### config.mk
export PLATFORM = sky130hd
export DESIGN_NAME = analog_stick_deadzone_mapper
export DESIGN_NICKNAME = d
export VERILOG_FILES = /design/src/rtl/core/adsdz_pkg.sv /design/src/rtl/core/analog_stick_deadzone_mapper.sv /design/src/rtl/core/adsdz_flow.sv
export VERILOG_INCLUDE_DIRS = /design/src /design/src/rtl/core
export SDC_FILE = /design/constraint.sdc
export NUM_CORES = 2
export LEC_CHECK = 0
export BUFFER_PORTS_ARGS = -buffer_cell sky130_fd_sc_hd__buf_2
export CAP_MARGIN = 20
export CORE_MARGIN = 2
export CORE_UTILIZATION = 30
export CTS_BUF_LIST = sky130_fd_sc_hd__clkbuf_4 sky130_fd_sc_hd__clkbuf_8
export CTS_CLUSTER_SIZE = 20
export DETAILED_ROUTE_END_ITERATION = 16
export HOLD_SLACK_MARGIN = 0.12
export SLEW_MARGIN = 25
export SYNTH_ARGS = -nofsm -noshare
export SYNTH_HDL_FRONTEND = slang
export SYNTH_HIERARCHICAL = 1
export SYNTH_SLANG_ARGS = --single-unit
### constraint.sdc
create_clock -name clk_i -period 55.2 [get_ports clk_i]
set_input_delay 0 -clock clk_i [delete_from_list [all_inputs] [get_ports clk_i]]
set_output_delay 0 -clock clk_i [all_outputs]
set_load 0.1 [all_outputs]
### src/rtl/core/assert_macros.svh
// Assertion helpers for the core RTL.
`ifndef ASSERT_MACROS_SVH
`define ASSERT_MACROS_SVH
`ifndef NO_ASSERTIONS
// Same-cycle implication, sampled on clk_i, off during reset.
`define ASSERT_SAME(lbl, ante, cons) \
  lbl: assert property (@(posedge clk_i) disable iff (!rst_ni) (ante) |-> (cons)) \
    else $error("assertion failed");
// Next-cycle implication, sampled on clk_i, off during reset.
`define ASSERT_NEXT(lbl, ante, cons) \
  lbl: assert property (@(posedge clk_i) disable iff (!rst_ni) (ante) |=> (cons)) \
    else $error("assertion failed");
`else
`define ASSERT_SAME(lbl, ante, cons)
`define ASSERT_NEXT(lbl, ante, cons)
`endif
`endif

### src/rtl/core/adsdz_pkg.sv
`timescale 1ns / 1ps
`default_nettype none
package adsdz_pkg;

  localparam int FRAC_BITS = 12;
  localparam int OUT_RANGE = 80;
  localparam int ONE_FX    = 1 << FRAC_BITS;
  localparam int MIN_SCALE = (ONE_FX + 99) / 100;
  localparam int NSTAGE    = 7;

  localparam logic [12:0] ONE_FX_C    = 13'(ONE_FX);
  localparam logic [12:0] MIN_SCALE_C = 13'(MIN_SCALE);

  localparam logic CFG_MIN_DZ = 1'b0;
  localparam logic CFG_MAX_DZ = 1'b1;

  typedef struct packed {
    logic [NSTAGE-1:0] en;
    logic [NSTAGE-1:0] vld;
  } flow_t;

  typedef struct packed {
    logic [15:0] rem;
    logic [12:0] root;
  } sqrt_t;

  // One digit of the square root: bring in two radicand bits.
  function automatic sqrt_t sqrt_step(sqrt_t cur, logic [1:0] pair);
    logic [15:0] t;
    logic [15:0] trial;
    sqrt_t       nxt;
    t     = {cur.rem[13:0], pair};
    trial = {1'b0, cur.root, 2'b01};
    if (t >= trial) begin
      nxt.rem  = t - trial;
      nxt.root = {cur.root[11:0], 1'b1};
    end else begin
      nxt.rem  = t;
      nxt.root = {cur.root[11:0], 1'b0};
    end
    return nxt;
  endfunction

  // One quotient bit of the scale division, zeros shifted in.
  function automatic logic [13:0] scale_step(logic [12:0] rem, logic [12:0] den);
    logic [13:0] t;
    logic [13:0] res;
    t = {rem, 1'b0};
    if (t >= {1'b0, den}) begin
      res = {t[12:0] - den, 1'b1};
    end else begin
      res = {t[12:0], 1'b0};
    end
    return res;
  endfunction

  // One quotient bit of the axis division.
  function automatic logic [8:0] axis_step(logic [7:0] rem, logic b, logic [7:0] m);
    logic [8:0] t;
    logic [8:0] res;
    t = {rem, b};
    if (t >= {1'b0, m}) begin
      res = {8'(t - {1'b0, m}), 1'b1};
    end else begin
      res = {t[7:0], 1'b0};
    end
    return res;
  endfunction

endpackage
`default_nettype wire

### src/rtl/core/analog_stick_deadzone_mapper.sv
`timescale 1ns / 1ps
`default_nettype none
// Channel   Dir  Handshake                  Payload
// s_axis    in   s_axis_tvalid/tready       tdata: raw_x, raw_y
// m_axis    out  m_axis_tvalid/tready       tdata: stick_x, stick_y
// cfg       in   cfg_we_i (no wait)         cfg_idx_i, cfg_data_i
//
// Seven register stages; one beat enters per cycle while the pipeline is not stalled.
// Stage depth is set by the digit-serial root and the two long divisions,
// spread at up to seven digit steps per stage.
// Each stage holds while its successor is full and stalled; bubbles close up.
// Reset clears the stage valid bits and loads the deadzone registers.
module analog_stick_deadzone_mapper import adsdz_pkg::*; (
  input  logic        clk_i,
  input  logic        rst_ni,
  input  logic        s_axis_tvalid,
  output logic        s_axis_tready,
  input  logic [15:0] s_axis_tdata,   // [7:0] raw_x, [15:8] raw_y
  output logic        m_axis_tvalid,
  input  logic        m_axis_tready,
  output logic [15:0] m_axis_tdata,   // [7:0] stick_x, [15:8] stick_y
  input  logic        cfg_we_i,
  input  logic        cfg_idx_i,
  input  logic [12:0] cfg_data_i
);

  flow_t flow;
  adsdz_flow u_flow (
    .clk_i      (clk_i),
    .rst_ni     (rst_ni),
    .in_valid_i (s_axis_tvalid),
    .out_ready_i(m_axis_tready),
    .flow_o     (flow)
  );
  assign s_axis_tready = flow.en[0];
  assign m_axis_tvalid = flow.vld[NSTAGE-1];

  // Deadzone registers.
  logic [12:0] min_dz_q, max_dz_q;
  always_ff @(posedge clk_i or negedge rst_ni) begin
    if (!rst_ni) begin
      min_dz_q <= 13'd1147;
      max_dz_q <= 13'(ONE_FX);
    end else if (cfg_we_i) begin
      unique case (cfg_idx_i)
        CFG_MIN_DZ: min_dz_q <= cfg_data_i;
        CFG_MAX_DZ: max_dz_q <= cfg_data_i;
        default: ;
      endcase
    end
  end

  // Stage 1: centre, magnitudes, dominant axis, squared length.
  logic signed [7:0] cx, cy;
  logic [7:0]  ax, ay;
  assign cx = $signed(s_axis_tdata[7:0] ^ 8'h80);
  assign cy = $signed(s_axis_tdata[15:8] ^ 8'h80);
  assign ax = cx[7] ? 8'(-cx) : 8'(cx);
  assign ay = cy[7] ? 8'(-cy) : 8'(cy);

  logic        sx1_q, sy1_q;
  logic [7:0]  m1_q;
  logic [13:0] px1_q, py1_q;
  logic [15:0] sq1_q;
  always_ff @(posedge clk_i) begin
    if (flow.en[0]) begin
      sx1_q <= cx[7];
      sy1_q <= cy[7];
      m1_q  <= (ax > ay) ? ax : ay;
      px1_q <= {6'd0, ax} * 14'(OUT_RANGE);
      py1_q <= {6'd0, ay} * 14'(OUT_RANGE);
      sq1_q <= {8'd0, ax} * {8'd0, ax} + {8'd0, ay} * {8'd0, ay};
    end
  end

  // Stage 2: root digits from the top seven radicand pairs.
  sqrt_t rt2;
  always_comb begin
    rt2 = '0;
    for (int k = 0; k < 7; k++) begin
      rt2 = sqrt_step(rt2, sq1_q[15-2*k -: 2]);
    end
  end

  logic        sx2_q, sy2_q;
  logic [7:0]  m2_q;
  logic [13:0] px2_q, py2_q;
  logic [1:0]  low2_q;
  sqrt_t       rt2_q;
  always_ff @(posedge clk_i) begin
    if (flow.en[1]) begin
      sx2_q <= sx1_q; sy2_q <= sy1_q; m2_q <= m1_q;
      px2_q <= px1_q; py2_q <= py1_q;
      low2_q <= sq1_q[1:0];
      rt2_q <= rt2;
    end
  end

  // Stage 3: remaining six digits; the last radicand pair, then zero pairs.
  sqrt_t rt3;
  always_comb begin
    rt3 = sqrt_step(rt2_q, low2_q);
    for (int k = 0; k < 5; k++) begin
      rt3 = sqrt_step(rt3, 2'b00);
    end
  end

  logic        sx3_q, sy3_q;
  logic [7:0]  m3_q;
  logic [13:0] px3_q, py3_q;
  logic [12:0] r3_q;
  always_ff @(posedge clk_i) begin
    if (flow.en[2]) begin
      sx3_q <= sx2_q; sy3_q <= sy2_q; m3_q <= m2_q;
      px3_q <= px2_q; py3_q <= py2_q;
      r3_q  <= rt3.root;
    end
  end

  // Stage 4: band checks, first six scale bits.
  logic [12:0] diff4, den4;
  logic        dead4, sat4;
  logic [12:0] rem4;
  logic [5:0]  q4;
  logic [13:0] st4;
  always_comb begin
    diff4 = r3_q - min_dz_q;
    den4  = max_dz_q - min_dz_q;
    dead4 = r3_q < min_dz_q;
    sat4  = (max_dz_q <= min_dz_q) || (diff4 >= den4);
    rem4  = diff4;
    q4    = '0;
    for (int k = 0; k < 6; k++) begin
      st4  = scale_step(rem4, den4);
      rem4 = st4[13:1];
      q4   = {q4[4:0], st4[0]};
    end
  end

  logic        sx4_q, sy4_q, dead4_q, sat4_q;
  logic [7:0]  m4_q;
  logic [13:0] px4_q, py4_q;
  logic [12:0] rem4_q, den4_q;
  logic [5:0]  q4_q;
  always_ff @(posedge clk_i) begin
    if (flow.en[3]) begin
      sx4_q <= sx3_q; sy4_q <= sy3_q; m4_q <= m3_q;
      px4_q <= px3_q; py4_q <= py3_q;
      dead4_q <= dead4; sat4_q <= sat4;
      rem4_q <= rem4; den4_q <= den4; q4_q <= q4;
    end
  end

  // Stage 5: last six scale bits, clamp, zero decision.
  logic [12:0] rem5, s5;
  logic [11:0] q5;
  logic [13:0] st5;
  always_comb begin
    rem5 = rem4_q;
    q5   = {q4_q, 6'd0};
    for (int k = 0; k < 6; k++) begin
      st5  = scale_step(rem5, den4_q);
      rem5 = st5[13:1];
      q5   = {q5[11:6], q5[4:0], st5[0]};
    end
    s5 = sat4_q ? ONE_FX_C : {1'b0, q5};
  end

  logic        sx5_q, sy5_q, zero5_q;
  logic [7:0]  m5_q;
  logic [13:0] px5_q, py5_q;
  logic [12:0] s5_q;
  always_ff @(posedge clk_i) begin
    if (flow.en[4]) begin
      sx5_q <= sx4_q; sy5_q <= sy4_q; m5_q <= m4_q;
      px5_q <= px4_q; py5_q <= py4_q;
      s5_q  <= s5;
      zero5_q <= dead4_q || (s5 < MIN_SCALE_C) || (m4_q == 8'd0);
    end
  end

  // Stage 6: scale the axis products, drop the fraction.
  logic [26:0] nx6, ny6;
  assign nx6 = px5_q * s5_q;
  assign ny6 = py5_q * s5_q;

  logic        sx6_q, sy6_q, zero6_q;
  logic [7:0]  m6_q;
  logic [13:0] nx6_q, ny6_q;
  always_ff @(posedge clk_i) begin
    if (flow.en[5]) begin
      sx6_q <= sx5_q; sy6_q <= sy5_q; zero6_q <= zero5_q; m6_q <= m5_q;
      nx6_q <= nx6[25:12];
      ny6_q <= ny6[25:12];
    end
  end

  // Stage 7: divide by the dominant axis, apply signs, invert y.
  logic [7:0] rx7, ry7;
  logic [6:0] qx7, qy7;
  logic [8:0] tx7, ty7;
  logic [7:0] ox7, oy7;
  always_comb begin
    rx7 = {1'b0, nx6_q[13:7]};
    ry7 = {1'b0, ny6_q[13:7]};
    qx7 = '0;
    qy7 = '0;
    for (int k = 6; k >= 0; k--) begin
      tx7 = axis_step(rx7, nx6_q[k], m6_q);
      ty7 = axis_step(ry7, ny6_q[k], m6_q);
      rx7 = tx7[8:1];
      ry7 = ty7[8:1];
      qx7[k] = tx7[0];
      qy7[k] = ty7[0];
    end
    if (zero6_q) begin
      ox7 = '0;
      oy7 = '0;
    end else begin
      ox7 = sx6_q ? 8'(-{1'b0, qx7}) : {1'b0, qx7};
      oy7 = sy6_q ? {1'b0, qy7} : 8'(-{1'b0, qy7});
    end
  end

  logic [15:0] out_q;
  always_ff @(posedge clk_i) begin
    if (flow.en[6]) begin
      out_q <= {oy7, ox7};
    end
  end
  assign m_axis_tdata = out_q;

endmodule
`default_nettype wire

### src/rtl/core/adsdz_flow.sv
`timescale 1ns / 1ps
`default_nettype none
module adsdz_flow import adsdz_pkg::*; (
  input  logic  clk_i,
  input  logic  rst_ni,
  input  logic  in_valid_i,
  input  logic  out_ready_i,
  output flow_t flow_o
);
  `include "assert_macros.svh"

  logic [NSTAGE-1:0] vld_q, vld_d;
  logic [NSTAGE-1:0] en;

  // Stage advances when empty or when the one after it advances.
  always_comb begin
    en[NSTAGE-1] = !vld_q[NSTAGE-1] || out_ready_i;
    for (int k = NSTAGE - 2; k >= 0; k--) begin
      en[k] = !vld_q[k] || en[k+1];
    end
  end

  always_comb begin
    vld_d = vld_q;
    if (en[0]) vld_d[0] = in_valid_i;
    for (int k = 1; k < NSTAGE; k++) begin
      if (en[k]) vld_d[k] = vld_q[k-1];
    end
  end

  always_ff @(posedge clk_i or negedge rst_ni) begin
    if (!rst_ni) begin
      vld_q <= '0;
    end else begin
      vld_q <= vld_d;
    end
  end

  assign flow_o.en  = en;
  assign flow_o.vld = vld_q;

  `ASSERT_SAME(a_full_blocks, (&vld_q) && !out_ready_i, !en[0])
  `ASSERT_NEXT(a_accept_fills, in_valid_i && en[0], vld_q[0])
  `ASSERT_NEXT(a_held_result, !en[NSTAGE-1], vld_q[NSTAGE-1])

endmodule
`default_nettype wire
# After elaboration in Yosys (flattened, before gate mapping)
# Cells that the tools add are included.
# W data, S select, Z words.
[totals]
regBits = 344
input_bits = 35
output_inout_bits = 18
elab_cells = 219
[op_classes]
add_sub_neg = 42
n_mul = 6
magnitude_cmp = 44
mux = 45
n_bitwise = 4
reduce_logical = 22
[ops]
columns = ["op", "count"]
rows = [
  ["$mux W27", 12],
  ["$ge A16 B15 Y1", 12],
  ["$sub A13 B13 Y13", 13],
  ["$ge A14 B13 Y1", 12],
  ["$mux W14", 11],
  ["$sub A14 B14 Y14", 11],
  ["$ge A9 B8 Y1", 12],
  ["$mux W9", 12],
  ["$sub A8 B8 Y8", 12],
  ["$mul A10 B13 Y22", 2],
  ["$mul A8 B8 Y16", 2],
  ["$mux W8", 3],
  ["$mul A8 B3 Y10 const B", 2],
  ["$add A16 B16 Y16", 1],
  ["$ge A8 B8 Y1", 2],
  ["$neg A7 Y8", 2],
  ["$neg A8 Y8", 2],
  ["$mux W7", 2],
  ["$ge A13 B13 Y1", 1],
  ["$le A13 B13 Y1", 1],
  ["$lt A13 B13 Y1", 1],
  ["$lt A13 B6 Y1 const B", 1],
  ["$mux W13", 1],
  ["$logic_or A1 B1 Y1", 10],
  ["other kinds (9)", 23],
]

# Depth between registers and ports, before layout
[depth]
depth_word = 16
depth_mapped = 107
depth_no_buf = 100

# Cells and area by module
# The synthesis kept the hierarchy.
[modules_own_cells]
columns = ["module", "n_inst", "cells_per_inst", "area_each_um2"]
rows = [
  ["analog_stick_deadzone_mapper", 1, 4489, 41604.9],
  ["adsdz_flow", 1, 25, 296.5],
]

# Worst setup path before layout
# OpenSTA, ideal clock, no wires.
[synth_timing]
path_kind = "flip-flop to flip-flop"
from = "reg min_dz_q[1]"
to = "reg rem4_q[12] (data pin)"
arrival_time_ns = 19.513
t_required_ns = 54.939
setup_slack_ns = 35.426
path_stages_with_launch = 106
synth_period_minus_slack_ns = 19.774
path_cell_list = "dfstp_2 -> inv_1 -> ha_1 -> a21o_1 -> a21o_1 -> a21oi_1 -> o21bai_1 -> a21o_1 -> a21o_1 -> a21oi_1 -> o21bai_1 -> a21o_1 -> a21o_1 -> xnor2_1 -> ha_1 -> nand4_1 -> nor2_1 -> nand4_1 -> [... 70 more ...] -> o21a_1 -> o21a_1 -> o21a_1 -> o21ai_0 -> a21boi_0 -> o21ai_0 -> a21boi_0 -> o21ai_0 -> a21boi_0 -> o21ai_0 -> nand2b_1 -> a221oi_1 -> o41a_1 -> nand2_1 -> o31ai_1 -> inv_1 -> clkbuf_1 -> a221o_1"
[synth_between]
elab_chain_len = 13
elab_cells_between_ends = 20
classes_between = "8 x add/sub; 6 x order compare; 6 x mux"
[synth_lines]
columns = ["item", "line_no", "source"]
rows = [
  ["start: declaration", "analog_stick_deadzone_mapper.sv:39", "logic [12:0] min_dz_q, max_dz_q;"],
  ["start signal: assignment", "analog_stick_deadzone_mapper.sv:46", "CFG_MIN_DZ: min_dz_q <= cfg_data_i;"],
  ["$sub A13 B13 Y13 (on tied branches)", "analog_stick_deadzone_mapper.sv:128, analog_stick_deadzone_mapper.sv:127", ""],
  ["$sub A13 B13 Y13 or $ge A14 B13 Y1 (tied branches)", "adsdz_pkg.sv:50, adsdz_pkg.sv:49", ""],
  ["$mux W14", "adsdz_pkg.sv:49", "if (t >= {1'b0, den}) begin"],
  ["$sub A13 B13 Y13 or $ge A14 B13 Y1 (tied branches)", "adsdz_pkg.sv:50, adsdz_pkg.sv:49", ""],
  ["$mux W14", "adsdz_pkg.sv:49", ""],
  ["$sub A13 B13 Y13 or $ge A14 B13 Y1 (tied branches)", "adsdz_pkg.sv:50, adsdz_pkg.sv:49", ""],
  ["$mux W14", "adsdz_pkg.sv:49", ""],
  ["$sub A13 B13 Y13 or $ge A14 B13 Y1 (tied branches)", "adsdz_pkg.sv:50, adsdz_pkg.sv:49", ""],
  ["$mux W14", "adsdz_pkg.sv:49", ""],
  ["$sub A13 B13 Y13 or $ge A14 B13 Y1 (tied branches)", "adsdz_pkg.sv:50, adsdz_pkg.sv:49", ""],
  ["$mux W14", "adsdz_pkg.sv:49", ""],
  ["$sub A13 B13 Y13 or $ge A14 B13 Y1 (tied branches)", "adsdz_pkg.sv:50, adsdz_pkg.sv:49", ""],
  ["$mux W14 (*)", "adsdz_pkg.sv:49", ""],
  ["net st4[13]", "analog_stick_deadzone_mapper.sv:125", "logic [13:0] st4;"],
  ["end signal: assignment", "analog_stick_deadzone_mapper.sv:150", "rem4_q <= rem4; den4_q <= den4; q4_q <= q4;"],
  ["end: declaration", "analog_stick_deadzone_mapper.sv:143", "logic [12:0] rem4_q, den4_q;"],
]
# The timed path passes the listed nets; every way through them passes the cells marked *.
# A chain may end at the register's enable or synchronous reset.

# Final worst setup path
[layout_timing]
from = "reg min_dz_q[1]"
to = "reg rem4_q[10] (data pin)"
# Same word-level chain as after synthesis.

==> impl_results.md <==
* WL/cell at ~15 µm
* Post-layout min period at around 23 ns
* CTS tree: done
* Clock latency on the worst-skew pair at 0.72 ns
* Synthesized area at approximately 42000 µm²
* Arrival @ worst endpoint at around 23 ns
* Clk slew on worst S/H paths at ~0.07 ns
* Via count at 32000
* Max Freq at 44.09 MHz
* Clock buffer count from CTS at 60
* CP Launch Type: register
* CP most frequent cell: o21ai_0
* Core area at about 140000 µm²
* Final Cycle Share at 0.4108
* Die extent in y at around 380 µm
* RSZ-0062 raised after global routing: no
* Die Footprint at 142700 µm²
* Critical path's top delay family: compound AO/OA/AOI/OAI gates
* Post-Route Setup TNS at 0 ns
* Drt drc at 0
* Chip Width at 377.7 µm
* 1st-iter DRT viols at ~1600
* Clk root buf: clkbuf_8
* Dpl hpwl at slightly below 80000 µm
* Synth warnings at 6
* Nature of the critical path endpoint: register
* Async S/R FF share, synth at 0.09763
* Vias in the first global route at ~32000
* Final Skew at 0.07182 ns
* Metal2 WL at about 44000 µm
* Sink Count at approximately 340
* Critical path class: reg2reg
* Setup Fix Bufs, Post-CTS at 0
* Synth Instances at about 4500
* Max layer used: met5
* Sequential share of the synthesized area at 0.2385
* First-pass GRT wire length at about 160000 µm
* Fin nets at between 5000 and 6000
* Ys flop type: edfxtp_1
* Area Overhead vs Synth at 10.84%
* Most common cell after layout, fill and taps aside: ha_1
* Routed wl met3 at 3842 µm
* Max stage delay on crit path at 0.73 ns
* Initial core utilization at 0.3014
* Max_cap viols at 0
* Top cell type's share of synthesized area at 0.2186
* Vias per cell at ~4.9
* Post-Syn Area per Cell at a little over 9 µm²
* Final max-slew violation count at 0
* Layout cell share with drive strength beyond 1 at 0.08028
* DRT antenna net count at 0
* GRT overflow at 0
* Post-synth cell types at roughly 110
* Synth Register Bits at 338
* WP buf/inv at 5
* Slew @ Worst Pin at slightly below 1 ns
* Initial antenna violation count at 3
* CP max stage cell: xnor2_1
* Status: complete, no violations
* # rows at between 100 and 150
* RePlAce Congestion at roughly 0.87
* Post-synth EDFFs at around 300
* Final hold vios at 0
* Max-slew headroom at 0.3372
* IO Count at 53
* Drt first pass iters at 5
* WL met1 at slightly below 50000 µm
* Commonest non-fill, non-tap cells in the layout: ha_1 (580), inv_1 (515), nand2_1 (352)
* Top post-synthesis cells by area: edfxtp_1 (22%), ha_1 (17%), fa_1 (13%)
* WL final at ~98000 µm
* Longest Clk Path Bufs at 3
* Crit Path Max Fanout at 23
* Critical path required time at 55.60 ns
* Hold Crit Class: in2reg
* Final setup viols at 0
* GRT Total Usage at 0.1387
* Port buffer count at 52
* Largest net degree at the start of global routing at 54
* Synth area leader: edfxtp_1
* H-tree levels at 2
what timing repair did:
item	4_1_cts	5_1_grt
endpoints found under the hold margin	89	2
hold buffers	52	1
resized for setup	0	0
logic make-up (layout without fill, tap and decap cells):
| group | Yosys count | count (layout) | share of synthesized area |
|---|---|---|---|
| other | 2 | 11 | 0.0001792 |
| buffers and inverters | 637 | 786 | 0.05811 |
| multiplexers | 138 | 138 | 0.03604 |
| adder cells (fa/ha/maj) | 843 | 843 | 0.2988 |
| AND/OR/NAND/NOR | 1226 | 1226 | 0.1432 |
| XOR/XNOR | 307 | 307 | 0.06435 |
| flip-flops | 338 | 338 | 0.2385 |
| AO/OA/AOI/OAI | 1023 | 1023 | 0.1608 |
tightest hold or removal path: stages:
cell	delay [ns]
dlygate4sd3_1	0.53
buf_2	0.16
nand2_1	0.06
o21ai_0	0.07
state kept, by name, indices dropped and copies added (netlist names), 13 cells and up:
register	cells
sq1_q	16
nx6_q	14
s5_q	13
max_dz_q	13
r3_q	13
rem4_q	13
rt2_q	21
den4_q	13
ny6_q	14
m_axis_tdata	16
min_dz_q	13
synthesized netlist by cell type (all sizes together) (66+ instances only):
cell	n
inv	518
nor3	86
ha	580
nand2b	67
clkbuf	102
xor2	107
o21ai	222
a21oi	278
nor2	309
mux2	100
and2	134
a21o	148
edfxtp	305
fa	263
nand2	354
xnor2	200
nor2b	66
cell type report:
cell class                      count  area, µm²
Tap cell                         1876       2347
Clock inverter                     25      354.1
Multi-Input combinational cell   3547      29560
Clock buffer                       88       1080
Sequential cell                   338       9995
Fill cell                       14200      92570
Antenna cell                        1      2.502
Inverter                          521       1956
Timing Repair Buffer              152       1154
routing by layer:
metal,track usage,vias up
li1,-,16030
met1,0.1957,15330
met2,0.2275,542
met3,0.01493,104
met4,0.02989,2
met5,0,-
final timing paths:
kind,startpoint,to,slack [ns],depth (start not counted)
worst max register to register,min_dz_q[1],rem4_q[10],32.52,100
max in group asynchronous,rst_ni,u_flow/vld_q[6],54.43,4
min in group asynchronous,rst_ni,min_dz_q[0],0.52,3
worst min register to register,m5_q[7],m6_q[7],0.37,0
worst min-delay path,cfg_data_i[11],min_dz_q[11],0.17,4
worst max-delay path,min_dz_q[1],rem4_q[10],32.52,100
per-stage QoR:
step / area (µm²) / hold slack (ns) / cells / setup WS [ns] / util
final: 46440 / 0.1714 / 6548 / 32.52 / 0.3341
after global routing: 46440 / 0.1583 / 6548 / 30.18 / 0.3341
after CTS: 46410 / 0.1231 / 6546 / 32.34 / 0.3339
after detailed placement: 44450 / 0.1253 / 6381 / 32.45 / 0.3197
after global placement: 44450 / 0.1233 / 6381 / 32.83 / 0.3197
after floorplan: 41930 / -0.2956 / 4522 / 35.43 / -
Power is left out: the tool's default activity adds up to more than one toggle a clock period on the data nets, which glitch-free logic cannot reach.
